===== src/rtl/uartrb_pkg.sv =====
// package for the uart transmit / receive ring buffer block
// holds opcode codes, field widths and default ring size; no dependencies
package uartrb_pkg;

  // ring depth default
  localparam int BUF_SIZE_DEF = 256;

  // field widths
  localparam int OP_W    = 3;
  localparam int BYTE_W  = 8;
  localparam int STAT_W  = 8;
  localparam int CNT16_W = 16;

  typedef logic [OP_W-1:0] opcode_t;

  // opcodes
  localparam opcode_t OP_PUSH_TX  = 3'd0;
  localparam opcode_t OP_TX_READY = 3'd1;
  localparam opcode_t OP_RX_ARRIVE = 3'd2;
  localparam opcode_t OP_RX_READ  = 3'd3;
  localparam opcode_t OP_DMA_KICK = 3'd4;
  localparam opcode_t OP_DMA_DONE = 3'd5;
  localparam opcode_t OP_DMA_HALF = 3'd6;
  localparam opcode_t OP_NOP      = 3'd7;

endpackage


===== src/rtl/uart_ring_buffers_dma_tx.sv =====
// uart transmit and receive ring buffers with a dma chunk transmit path
// top level; depends on uartrb_pkg
//
// channel  | direction | handshake          | payload
// in_      | input     | in_valid/in_stall   | in_opcode, in_data_byte
// out_     | output    | out_valid/out_stall | out_out_byte .. out_tx_overrun_count
// cfg_     | input     | cfg_valid/cfg_ready | cfg_dma_mode
//
// one item per cycle sustained while the output does not stall; a transfer lands in the
// input register, and its result moves on into the result register as the item advances
// ring updates are one read port and one write port per ring memory per cycle
// reset is synchronous; the ring memories are not cleared
// an output stall holds the result and the state, and backs up into in_stall
module uart_ring_buffers_dma_tx #(
  parameter int BUF_SIZE = uartrb_pkg::BUF_SIZE_DEF
) (
  input  logic                      clk,
  input  logic                      rst_n,
  // input channel
  input  logic                      in_valid,
  output logic                      in_stall,
  input  uartrb_pkg::opcode_t       in_opcode,
  input  logic [7:0]                in_data_byte,
  // result channel
  output logic                      out_valid,
  input  logic                      out_stall,
  output logic [7:0]                out_out_byte,
  output logic                      out_byte_valid,
  output logic                      out_accepted,
  output logic [7:0]                out_tx_used,
  output logic [7:0]                out_tx_free,
  output logic [7:0]                out_rx_waiting,
  output logic [7:0]                out_dma_start_index,
  output logic [7:0]                out_dma_count,
  output logic                      out_dma_busy,
  output logic                      out_tx_irq_enable,
  output logic [15:0]               out_rx_overrun_count,
  output logic [15:0]               out_tx_overrun_count,
  // configuration
  input  logic                      cfg_valid,
  output logic                      cfg_ready,
  input  logic                      cfg_dma_mode
);
  import uartrb_pkg::*;

  localparam int IDX_W = $clog2(BUF_SIZE);
  localparam logic [IDX_W:0]   SIZE_EXT = (IDX_W+1)'(BUF_SIZE);
  localparam logic [IDX_W-1:0] MAX_USED = IDX_W'(BUF_SIZE - 1);

  // ring helpers
  function automatic logic [IDX_W-1:0] wrap_add(input logic [IDX_W-1:0] idx,
                                                input logic [IDX_W-1:0] n);
    logic [IDX_W:0] s;
    s = {1'b0, idx} + {1'b0, n};
    if (s >= SIZE_EXT) s = s - SIZE_EXT;
    return s[IDX_W-1:0];
  endfunction

  function automatic logic [IDX_W-1:0] ring_used(input logic [IDX_W-1:0] head,
                                                 input logic [IDX_W-1:0] tail);
    logic [IDX_W:0] d;
    d = {1'b0, tail} - {1'b0, head};
    if (tail < head) d = d + SIZE_EXT;
    return d[IDX_W-1:0];
  endfunction

  function automatic logic [IDX_W-1:0] chunk_cnt(input logic [IDX_W-1:0] head,
                                                 input logic [IDX_W-1:0] tail);
    logic [IDX_W:0] d;
    if (tail >= head) d = {1'b0, tail} - {1'b0, head};
    else d = SIZE_EXT - {1'b0, head};
    return d[IDX_W-1:0];
  endfunction

  function automatic logic [7:0] low8(input logic [IDX_W-1:0] v);
    logic [IDX_W+7:0] e;
    e = {8'd0, v};
    return e[7:0];
  endfunction

  function automatic logic [15:0] sat_inc(input logic [15:0] v);
    return (v != 16'hFFFF) ? v + 16'd1 : v;
  endfunction

  // ring memories
  logic [7:0] tx_mem [BUF_SIZE];
  logic [7:0] rx_mem [BUF_SIZE];

  // input register
  logic       s1_valid_r;
  opcode_t    s1_op_r;
  logic [7:0] s1_data_r;

  // block state
  logic             dma_mode_r;
  logic [IDX_W-1:0] tx_head_r, tx_head_nxt;
  logic [IDX_W-1:0] tx_tail_r, tx_tail_nxt;
  logic [IDX_W-1:0] rx_head_r, rx_head_nxt;
  logic [IDX_W-1:0] rx_tail_r, rx_tail_nxt;
  logic [IDX_W-1:0] chunk_len_r, chunk_len_nxt;
  logic             chunk_act_r, chunk_act_nxt;
  logic             irq_en_r, irq_en_nxt;
  logic [15:0]      rx_lost_r, rx_lost_nxt;
  logic [15:0]      tx_refused_r, tx_refused_nxt;

  // result register
  logic       out_valid_r;
  logic       pop_tx_r, pop_tx_nxt;
  logic       pop_rx_r, pop_rx_nxt;
  logic       acc_r, acc_nxt;
  logic [7:0] tx_rd_r;
  logic [7:0] rx_rd_r;

  logic             adv;
  logic             proc;
  logic             tx_we;
  logic             rx_we;
  logic [IDX_W-1:0] tx_used;
  logic [IDX_W-1:0] dma_head;
  logic [IDX_W-1:0] half_len;

  // handshake
  assign adv       = !out_valid_r || !out_stall;
  assign proc      = s1_valid_r && adv;
  assign in_stall  = s1_valid_r && !adv;
  assign cfg_ready = 1'b1;

  // configuration register
  always_ff @(posedge clk) begin
    if (!rst_n) begin
      dma_mode_r <= 1'b0;
    end else if (cfg_valid && cfg_ready) begin
      dma_mode_r <= cfg_dma_mode;
    end
  end

  // input register
  always_ff @(posedge clk) begin
    if (!rst_n) begin
      s1_valid_r <= 1'b0;
    end else if (in_valid && !in_stall) begin
      s1_valid_r <= 1'b1;
    end else if (adv) begin
      s1_valid_r <= 1'b0;
    end
  end

  always_ff @(posedge clk) begin
    if (in_valid && !in_stall) begin
      s1_op_r   <= in_opcode;
      s1_data_r <= in_data_byte;
    end
  end

  assign tx_used  = ring_used(tx_head_r, tx_tail_r);
  assign dma_head = wrap_add(tx_head_r, chunk_len_r);
  assign half_len = chunk_len_r >> 1;

  // next state for the item in the input register
  always_comb begin
    tx_head_nxt    = tx_head_r;
    tx_tail_nxt    = tx_tail_r;
    rx_head_nxt    = rx_head_r;
    rx_tail_nxt    = rx_tail_r;
    chunk_len_nxt  = chunk_len_r;
    chunk_act_nxt  = chunk_act_r;
    irq_en_nxt     = irq_en_r;
    rx_lost_nxt    = rx_lost_r;
    tx_refused_nxt = tx_refused_r;
    pop_tx_nxt     = 1'b0;
    pop_rx_nxt     = 1'b0;
    acc_nxt        = 1'b0;
    tx_we          = 1'b0;
    rx_we          = 1'b0;
    case (s1_op_r)
      OP_PUSH_TX: begin
        if (tx_used == MAX_USED) begin
          tx_refused_nxt = sat_inc(tx_refused_r);
          if (dma_mode_r && !chunk_act_r) begin
            chunk_len_nxt = chunk_cnt(tx_head_r, tx_tail_r);
            chunk_act_nxt = (chunk_len_nxt != '0);
          end
        end else begin
          tx_we       = 1'b1;
          tx_tail_nxt = wrap_add(tx_tail_r, IDX_W'(1));
          acc_nxt     = 1'b1;
          if (!dma_mode_r) irq_en_nxt = 1'b1;
        end
      end
      OP_TX_READY: begin
        if (!dma_mode_r && irq_en_r) begin
          if (tx_head_r != tx_tail_r) begin
            pop_tx_nxt  = 1'b1;
            tx_head_nxt = wrap_add(tx_head_r, IDX_W'(1));
          end else begin
            irq_en_nxt = 1'b0;
          end
        end
      end
      OP_RX_ARRIVE: begin
        rx_we       = 1'b1;
        rx_tail_nxt = wrap_add(rx_tail_r, IDX_W'(1));
        if (rx_head_r == rx_tail_nxt) begin
          rx_lost_nxt = sat_inc(rx_lost_r);
          rx_head_nxt = wrap_add(rx_head_r, IDX_W'(1));
        end
      end
      OP_RX_READ: begin
        if (rx_head_r != rx_tail_r) begin
          pop_rx_nxt  = 1'b1;
          rx_head_nxt = wrap_add(rx_head_r, IDX_W'(1));
        end
      end
      OP_DMA_KICK: begin
        if (dma_mode_r && !chunk_act_r) begin
          chunk_len_nxt = chunk_cnt(tx_head_r, tx_tail_r);
          chunk_act_nxt = (chunk_len_nxt != '0);
        end
      end
      OP_DMA_DONE: begin
        if (chunk_act_r) begin
          tx_head_nxt   = dma_head;
          chunk_act_nxt = 1'b0;
          chunk_len_nxt = '0;
          if (dma_mode_r) begin
            chunk_len_nxt = chunk_cnt(dma_head, tx_tail_r);
            chunk_act_nxt = (chunk_len_nxt != '0);
          end
        end
      end
      OP_DMA_HALF: begin
        if (chunk_act_r) begin
          tx_head_nxt   = wrap_add(tx_head_r, half_len);
          chunk_len_nxt = chunk_len_r - half_len;
        end
      end
      OP_NOP: begin
      end
      default: begin
      end
    endcase
  end

  // state update, one item per transfer out of the input register
  always_ff @(posedge clk) begin
    if (!rst_n) begin
      tx_head_r    <= '0;
      tx_tail_r    <= '0;
      rx_head_r    <= '0;
      rx_tail_r    <= '0;
      chunk_len_r  <= '0;
      chunk_act_r  <= 1'b0;
      irq_en_r     <= 1'b0;
      rx_lost_r    <= '0;
      tx_refused_r <= '0;
    end else if (proc) begin
      tx_head_r    <= tx_head_nxt;
      tx_tail_r    <= tx_tail_nxt;
      rx_head_r    <= rx_head_nxt;
      rx_tail_r    <= rx_tail_nxt;
      chunk_len_r  <= chunk_len_nxt;
      chunk_act_r  <= chunk_act_nxt;
      irq_en_r     <= irq_en_nxt;
      rx_lost_r    <= rx_lost_nxt;
      tx_refused_r <= tx_refused_nxt;
    end
  end

  // transmit ring memory, write at tail and registered read at head
  always_ff @(posedge clk) begin
    if (proc && tx_we) begin
      tx_mem[tx_tail_r] <= s1_data_r;
    end
  end

  always_ff @(posedge clk) begin
    if (proc) begin
      tx_rd_r <= tx_mem[tx_head_r];
    end
  end

  // receive ring memory, write at tail and registered read at head
  always_ff @(posedge clk) begin
    if (proc && rx_we) begin
      rx_mem[rx_tail_r] <= s1_data_r;
    end
  end

  always_ff @(posedge clk) begin
    if (proc) begin
      rx_rd_r <= rx_mem[rx_head_r];
    end
  end

  // result register
  always_ff @(posedge clk) begin
    if (!rst_n) begin
      out_valid_r <= 1'b0;
      pop_tx_r    <= 1'b0;
      pop_rx_r    <= 1'b0;
      acc_r       <= 1'b0;
    end else if (adv) begin
      out_valid_r <= s1_valid_r;
      if (s1_valid_r) begin
        pop_tx_r <= pop_tx_nxt;
        pop_rx_r <= pop_rx_nxt;
        acc_r    <= acc_nxt;
      end
    end
  end

  // result fields; state only moves with a new result, so it reads as post-step
  assign out_valid            = out_valid_r;
  assign out_out_byte         = pop_tx_r ? tx_rd_r : (pop_rx_r ? rx_rd_r : 8'd0);
  assign out_byte_valid       = pop_tx_r || pop_rx_r;
  assign out_accepted         = acc_r;
  assign out_tx_used          = low8(tx_used);
  assign out_tx_free          = low8(MAX_USED - tx_used);
  assign out_rx_waiting       = low8(ring_used(rx_head_r, rx_tail_r));
  assign out_dma_start_index  = chunk_act_r ? low8(tx_head_r) : 8'd0;
  assign out_dma_count        = chunk_act_r ? low8(chunk_len_r) : 8'd0;
  assign out_dma_busy         = chunk_act_r;
  assign out_tx_irq_enable    = irq_en_r;
  assign out_rx_overrun_count = rx_lost_r;
  assign out_tx_overrun_count = tx_refused_r;

endmodule


===== config.mk =====
export PLATFORM = sky130hd
export DESIGN_NAME = uart_ring_buffers_dma_tx
export DESIGN_NICKNAME = d
export VERILOG_FILES = /design/src/rtl/uartrb_pkg.sv /design/src/rtl/uart_ring_buffers_dma_tx.sv
export SDC_FILE = /design/constraint.sdc
export NUM_CORES = 2
export LEC_CHECK = 0
export ABC_CLOCK_PERIOD_IN_PS = 11700
export BUFFER_PORTS_ARGS = -buffer_cell sky130_fd_sc_hd__buf_2
export CAP_MARGIN = 20
export CORE_ASPECT_RATIO = 1.25
export CORE_MARGIN = 5
export CORE_UTILIZATION = 30
export DETAILED_ROUTE_END_ITERATION = 10
export PLACE_DENSITY = 0.5
export SLEW_MARGIN = 20
export SYNTH_ARGS = -nofsm -noshare
export SYNTH_HDL_FRONTEND = slang
export SYNTH_SLANG_ARGS = --single-unit

===== constraint.sdc =====
create_clock -name clk -period 11.7 [get_ports clk]
set_clock_uncertainty 0.05 [all_clocks]
set_input_delay 1.755 -clock clk [delete_from_list [all_inputs] [get_ports clk]]
set_output_delay 1.755 -clock clk [all_outputs]
set_load 0.1 [all_outputs]

## Word level (Yosys, flattened, before mapping)

Memories as Yosys holds them, arrays and structs flattened. A register that Yosys moved wholly into a read port is not among the register bits.
Index checks and enable logic that the tools add are counted.

| word-level totals | value |
|---|---|
| input port bits | 17 |
| output and inout bits | 87 |
| memory bits (writable) | 4,096 |
| memories | 2 |
| flip-flop bits (word level) | 91 |

| operators by class | value |
|---|---|
| eq/ne operators | 24 |
| magnitude comparators | 10 |
| multiplexer cells | 62 |
| bitwise gates (word level) | 1 |
| reduce and logical (&&, ||, !) cells | 35 |
| $add $sub $neg | 23 |

Memory list:

| memory | depth | width | read ports | clocked after memory_dff | wr ports | line | text |
|---|---|---|---|---|---|---|---|
| rx_mem | 256 | 8 | 1 | 1 | 1 | uart_ring_buffers_dma_tx.sv:87 | `logic [7:0] rx_mem [BUF_SIZE];` |
| tx_mem | 256 | 8 | 1 | 1 | 1 | uart_ring_buffers_dma_tx.sv:86 | `logic [7:0] tx_mem [BUF_SIZE];` |

Operators with widths:

| kind | count |
|---|---|
| $mux W8 | 34 |
| $ge A9 B9 Y1 const B | 6 |
| $sub A8 B1 Y8 const B | 6 |
| $add A8 B1 Y9 const B | 4 |
| $add A16 B1 Y16 const B | 2 |
| $ne A16 B16 Y1 const B | 2 |
| $pmux W8 S4 | 1 |
| $ne A2 B2 Y1 const B | 12 |
| $pmux W8 S3 | 1 |
| $reduce_bool A8 Y1 | 3 |
| $sub A8 B8 Y8 | 3 |
| $mux W1 | 23 |
| $add A8 B1 Y8 const B | 2 |
| $ge A8 B8 Y1 | 2 |
| $lt A8 B8 Y1 | 2 |
| $ne A8 B8 Y1 | 2 |
| $pmux W8 S2 | 1 |
| $sub A1 B8 Y8 const A | 2 |
| $reduce_and A4 Y1 | 3 |
| $reduce_and A6 Y1 | 2 |
| $add A8 B7 Y9 | 1 |
| $add A8 B8 Y9 | 1 |
| $eq A3 B3 Y1 const B | 3 |
| $eq A8 B8 Y1 | 1 |
| other kinds (19) | 36 |

## Logic depth before layout (Yosys ltp)

| depth | value |
|---|---|
| depth in word-level cells | 12 |
| gate-level depth with buffers | 20 |

## Least setup slack after synthesis

Ideal clock, no wire load.

| timing | value |
|---|---|
| kind | register to register |
| start point | register s1_data_r[0] |
| end point | memory rx_mem[0][0] (data pin) |
| cell stages (with the launch flop) | 1 |
| path slack | 4.057 ns |
| arrival time | 6.158 ns |
| setup time | 1.435 ns |
| period minus slack after synthesis | 7.643 ns |
| required time | 10.215 ns |
| buffers on the path | 0 |
| cells stage by stage | edfxtp_1 |

RTL lines:

| what | line | text |
|---|---|---|
| from (decl) | uart_ring_buffers_dma_tx.sv:92 | `logic [7:0] s1_data_r;` |
| from (signal assigned) | uart_ring_buffers_dma_tx.sv:151 | `s1_data_r <= in_data_byte;` |
| to (decl) | uart_ring_buffers_dma_tx.sv:87 |  |

No word-level cell before the write port.

## Worst setup path in the final report

| timing | value |
|---|---|
| start point | register tx_head_r[1] |
| end point | output port out_tx_free[5] |

| on the way | value |
|---|---|
| cells in the longest elaborated chain, start to end | 4 |
| elaborated cells between the ends (all ways) | 5 |
| those cells by class | add/sub: 3; order compare: 1; mux: 1 |

RTL lines:

| what | line | text |
|---|---|---|
| from (decl) | uart_ring_buffers_dma_tx.sv:96 | `logic [IDX_W-1:0] tx_head_r, tx_head_nxt;` |
| from (signal assigned) | uart_ring_buffers_dma_tx.sv:257 | `tx_head_r <= tx_head_nxt;` |
| $sub A8 B8 Y8 | uart_ring_buffers_dma_tx.sv:62 | `d = {1'b0, tail} - {1'b0, head};` |
| $add A8 B1 Y8 | uart_ring_buffers_dma_tx.sv:63 | `if (tail < head) d = d + SIZE_EXT;` |
| $mux W8 * | uart_ring_buffers_dma_tx.sv:63 |  |
| $sub A8 B8 Y8 * | uart_ring_buffers_dma_tx.sv:318 | `assign out_tx_free = low8(MAX_USED - tx_used);` |
| to (decl) | uart_ring_buffers_dma_tx.sv:31 | `output logic [7:0] out_tx_free,` |

Mark *: on every way between the ends. The rest lies on a longest branch, timed or not.

==> flow_summary.yaml <==
grt:
  antenna_found_initial: 21
  grtUsageTotal: 0.157
  grt-ovfl-total: 0
  grt_max_degree: 175
  grt_pass1_wl_um: 642000
  grt_pass1_vias: 80600
worst_hold_path:
  holdCritStartpoint: "out_tx_overrun_count[13]"
  hp-class: "flop to flop"
setup_path:
  crit_arrival_ns: 4.35
  r2r_start: "tx_head_r[1]"
  critPathMaxStageDelay_ns: 0.87
  cp_cell_sequence: "inv_1 -> ha_1 -> nor2b_1 -> o31a_1 -> o211a_1 -> or3_1 -> clkinv_1 -> buf_2"
  path_class: "flop to output port"
  endpoint_kind: "output port"
  crit_family: "buffers and inverters"
  crit_start: "tx_head_r[1]"
  start_kind: "flop"
  cp_max_fo: 52
  crit_required_ns: 9.90
  cp_slowest_cell: "dfxtp_4"
  cp_num_buf_inv: 3
timing:
  fin_crit_ns: 6.16
  hold_viol: 0
  slew_headroom: 0.232
  hold_ws_ns: 0.451
  fmax_ghz: 0.162
  rsz0062_at_grt: "no"
  tightest_slew_ns: 1.15
  setup_viol: 0
  period_share: 0.526
  setup_tns_ns: 0
  finalMaxSlewViolations: 0
clock_network:
  postCtsSetupRepairBufs: 0
  cts_buffers: 439
  cts_tree: "yes"
  cts_resized: 0
  clk_pin_slew_ns: 0.06
  clock_latency_ns: 1.00
  htree_levels: 5
  clock-sinks: 4203
  cts_root_buffer: "clkbuf_16"
  cts.path.max_buffers: 4
  hold_buffers: 0
route:
  vias: 77100
  routedWlPerCell_um: 29.7
  ant_nets: 0
  dr.pass1.iters: 6
  totalWireLength_um: 456000
  viasPerCell: 5.02
  drt_iter0_drc: 7038
  route.detailed.drc: 0
yosys:
  synth_cell_types: 74
  synth_most_common_cell: "edfxtp_1"
  ys_seq_elements: 4203
  ys.flop_type: "edfxtp_1"
  async_flop_share: 0
  synth_top_cell_by_area: "edfxtp_1"
  synth_cells: 7350
  ys_warn_count: 0
  synth.area.top_cells: "edfxtp_1 75%, mux4_2 18%, nor2_1 1.3%"
  ys_seq_area_frac: 0.759
  yosys-top-cells-count: "4123 x edfxtp_1, 1357 x mux4_2, 558 x nor2_1"
  synth_edf_count: 4123
  synth_top_area_share: 0.749
  synth.avg_cell_area_um2: 22.5
  netlist_area_um2: 165000
  syn_nets: 7428
run_status:
  status: "complete, no violations"
floorplan:
  start_util: 0.301
  io_pins: 104
  placementRows: 304
  die-area_um2: 566000
  design.core.area_um2: 548000
  die-height_um: 840
  die_w_um: 674
finish:
  layout-drive-gt1-share: 0.286
  area_growth_pct: 14.3
  fin_nets: 7708
pwr:
  power.static_leakage_nw: 55.9
  ir_drop_mv: 0.125
  power_density_nw_per_um2: 162
placed_design:
  hpwl_um: 284000
  place.gp.congestion: 0.820
  portBuffers: 102
job:
  cap_viol_max_count: 0
cell usage in the layout, fill, tap and decap left out, types with 9 or more instances in the layout:
| cell type | Yosys | layout |
|---|---|---|
| nand2_2 | 0 | 11 |
| o211ai_1 | 10 | 10 |
| bufinv_16 | 0 | 32 |
| mux4_2 | 1357 | 1357 |
| nand3_2 | 0 | 11 |
| nand4_1 | 32 | 32 |
| clkinvlp_4 | 0 | 14 |
| nor3_1 | 17 | 17 |
| clkbuf_1 | 254 | 86 |
| inv_1 | 58 | 57 |
| a21o_1 | 15 | 15 |
| nor2b_1 | 27 | 25 |
| buf_2 | 97 | 101 |
| xor2_1 | 27 | 27 |
| buf_4 | 10 | 143 |
| nor2_1 | 558 | 553 |
| a31oi_1 | 13 | 13 |
| a211oi_1 | 10 | 10 |
| nand2_1 | 108 | 95 |
| clkinv_1 | 5 | 122 |
| nand3_1 | 53 | 40 |
| clkinv_2 | 0 | 79 |
| clkinv_16 | 0 | 9 |
| a21oi_1 | 41 | 41 |
| clkbuf_16 | 0 | 445 |
| o21ai_0 | 42 | 42 |
| and2_1 | 64 | 64 |
| edfxtp_1 | 4123 | 4123 |
| mux2i_1 | 11 | 11 |
| ha_1 | 55 | 55 |
| xnor2_1 | 61 | 61 |
| or3_1 | 14 | 14 |
| buf_12 | 0 | 12 |
| nand2b_1 | 9 | 9 |
| dfxtp_1 | 80 | 72 |
| and3_1 | 24 | 24 |
per-stage QoR:
| stage | cell area (um2) | instances | setup slack, ns | power [mW] | utilization |
|---|---|---|---|---|---|
| final | 189000 | 15400 | 5.54 | 30.7 | 0.344 |
| after global routing | 189000 | 15400 | 5.17 | 31.6 | 0.344 |
| after CTS | 189000 | 15300 | 5.42 | 31.0 | 0.344 |
| after detailed placement | 175000 | 14500 | 5.23 | 17.4 | 0.319 |
| after global placement | 175000 | 14500 | 5.18 | 17.4 | 0.318 |
| after floorplan | 165000 | 7350 | 4.06 | 17.2 | - |
flip-flops by register name (all words and copies together), names as in the netlist, 3 cells and up:
| name | cells |
|---|---|
| out_rx_overrun_count | 16 |
| rx_rd_r | 8 |
| rx_mem | 2048 |
| s1_data_r | 8 |
| tx_tail_r | 8 |
| s1_op_r | 3 |
| tx_rd_r | 8 |
| chunk_len_r | 8 |
| out_tx_overrun_count | 16 |
| tx_mem | 2048 |
| rx_head_r | 8 |
| rx_tail_r | 8 |
| tx_head_r | 8 |
kinds of logic after synthesis:
| logic type | synth area share |
|---|---|
| and+or+nand+nor | 0.0254 |
| AOI/OAI and AO/OA | 0.00808 |
| adders and majority gates | 0.00489 |
| muxes | 0.186 |
| xor gates and xnor gates | 0.00476 |
| other | 0.0000227 |
| DFF | 0.759 |
| buffers and inverters | 0.0121 |
cell type report:
type	count	area [um2]
fillers	50800	360000
inverters	64	255
well taps	7344	9190
clock buffers	537	11500
multi-input cells	2662	38000
diodes	5	12.5
clock inverters	279	2510
repair buffers	260	1900
flip-flops and latches	4203	125000
report_power, final:
group	switching [mW]	leakage, nW	total, mW	internal (mW)
Clock	5.86	6.84	13.6	7.73
Combinational	0.422	11.3	0.523	0.102
Sequential	0.0100	37.7	16.5	16.5
Total	6.30	55.9	30.7	24.4
final timing paths:
kind	end	slack, ns	depth (start not counted)
max	out_tx_free[5]	5.54	8
min	out_tx_overrun_count[13]	0.45	2
max reg2reg	tx_mem[246][1]	5.56	12
min reg2reg	out_tx_overrun_count[13]	0.45	2
metal layers:
layer  part of all wire  global-route usage  vias up
met5           0.000057                   0        -
li1                   -                   -    31600
met4              0.031              0.0455        4
met1               0.40               0.204    42400
met3              0.052              0.0210      630
met2               0.51               0.276     2531
worst register-to-register path, cell delays in order, from the launching register on:
cell and delay [ns]:
dfxtp_4 0.87, inv_1 0.34, ha_1 0.41, nor2b_1 0.15, o31a_1 0.29, o211a_1 0.22
or3_1 0.44, clkinv_1 0.15, or3_1 0.23, nor2b_2 0.18, buf_4 0.40, nand3_2 0.99
nor2_1 1.09
Note: power is estimated with default switching activity, not from simulation.
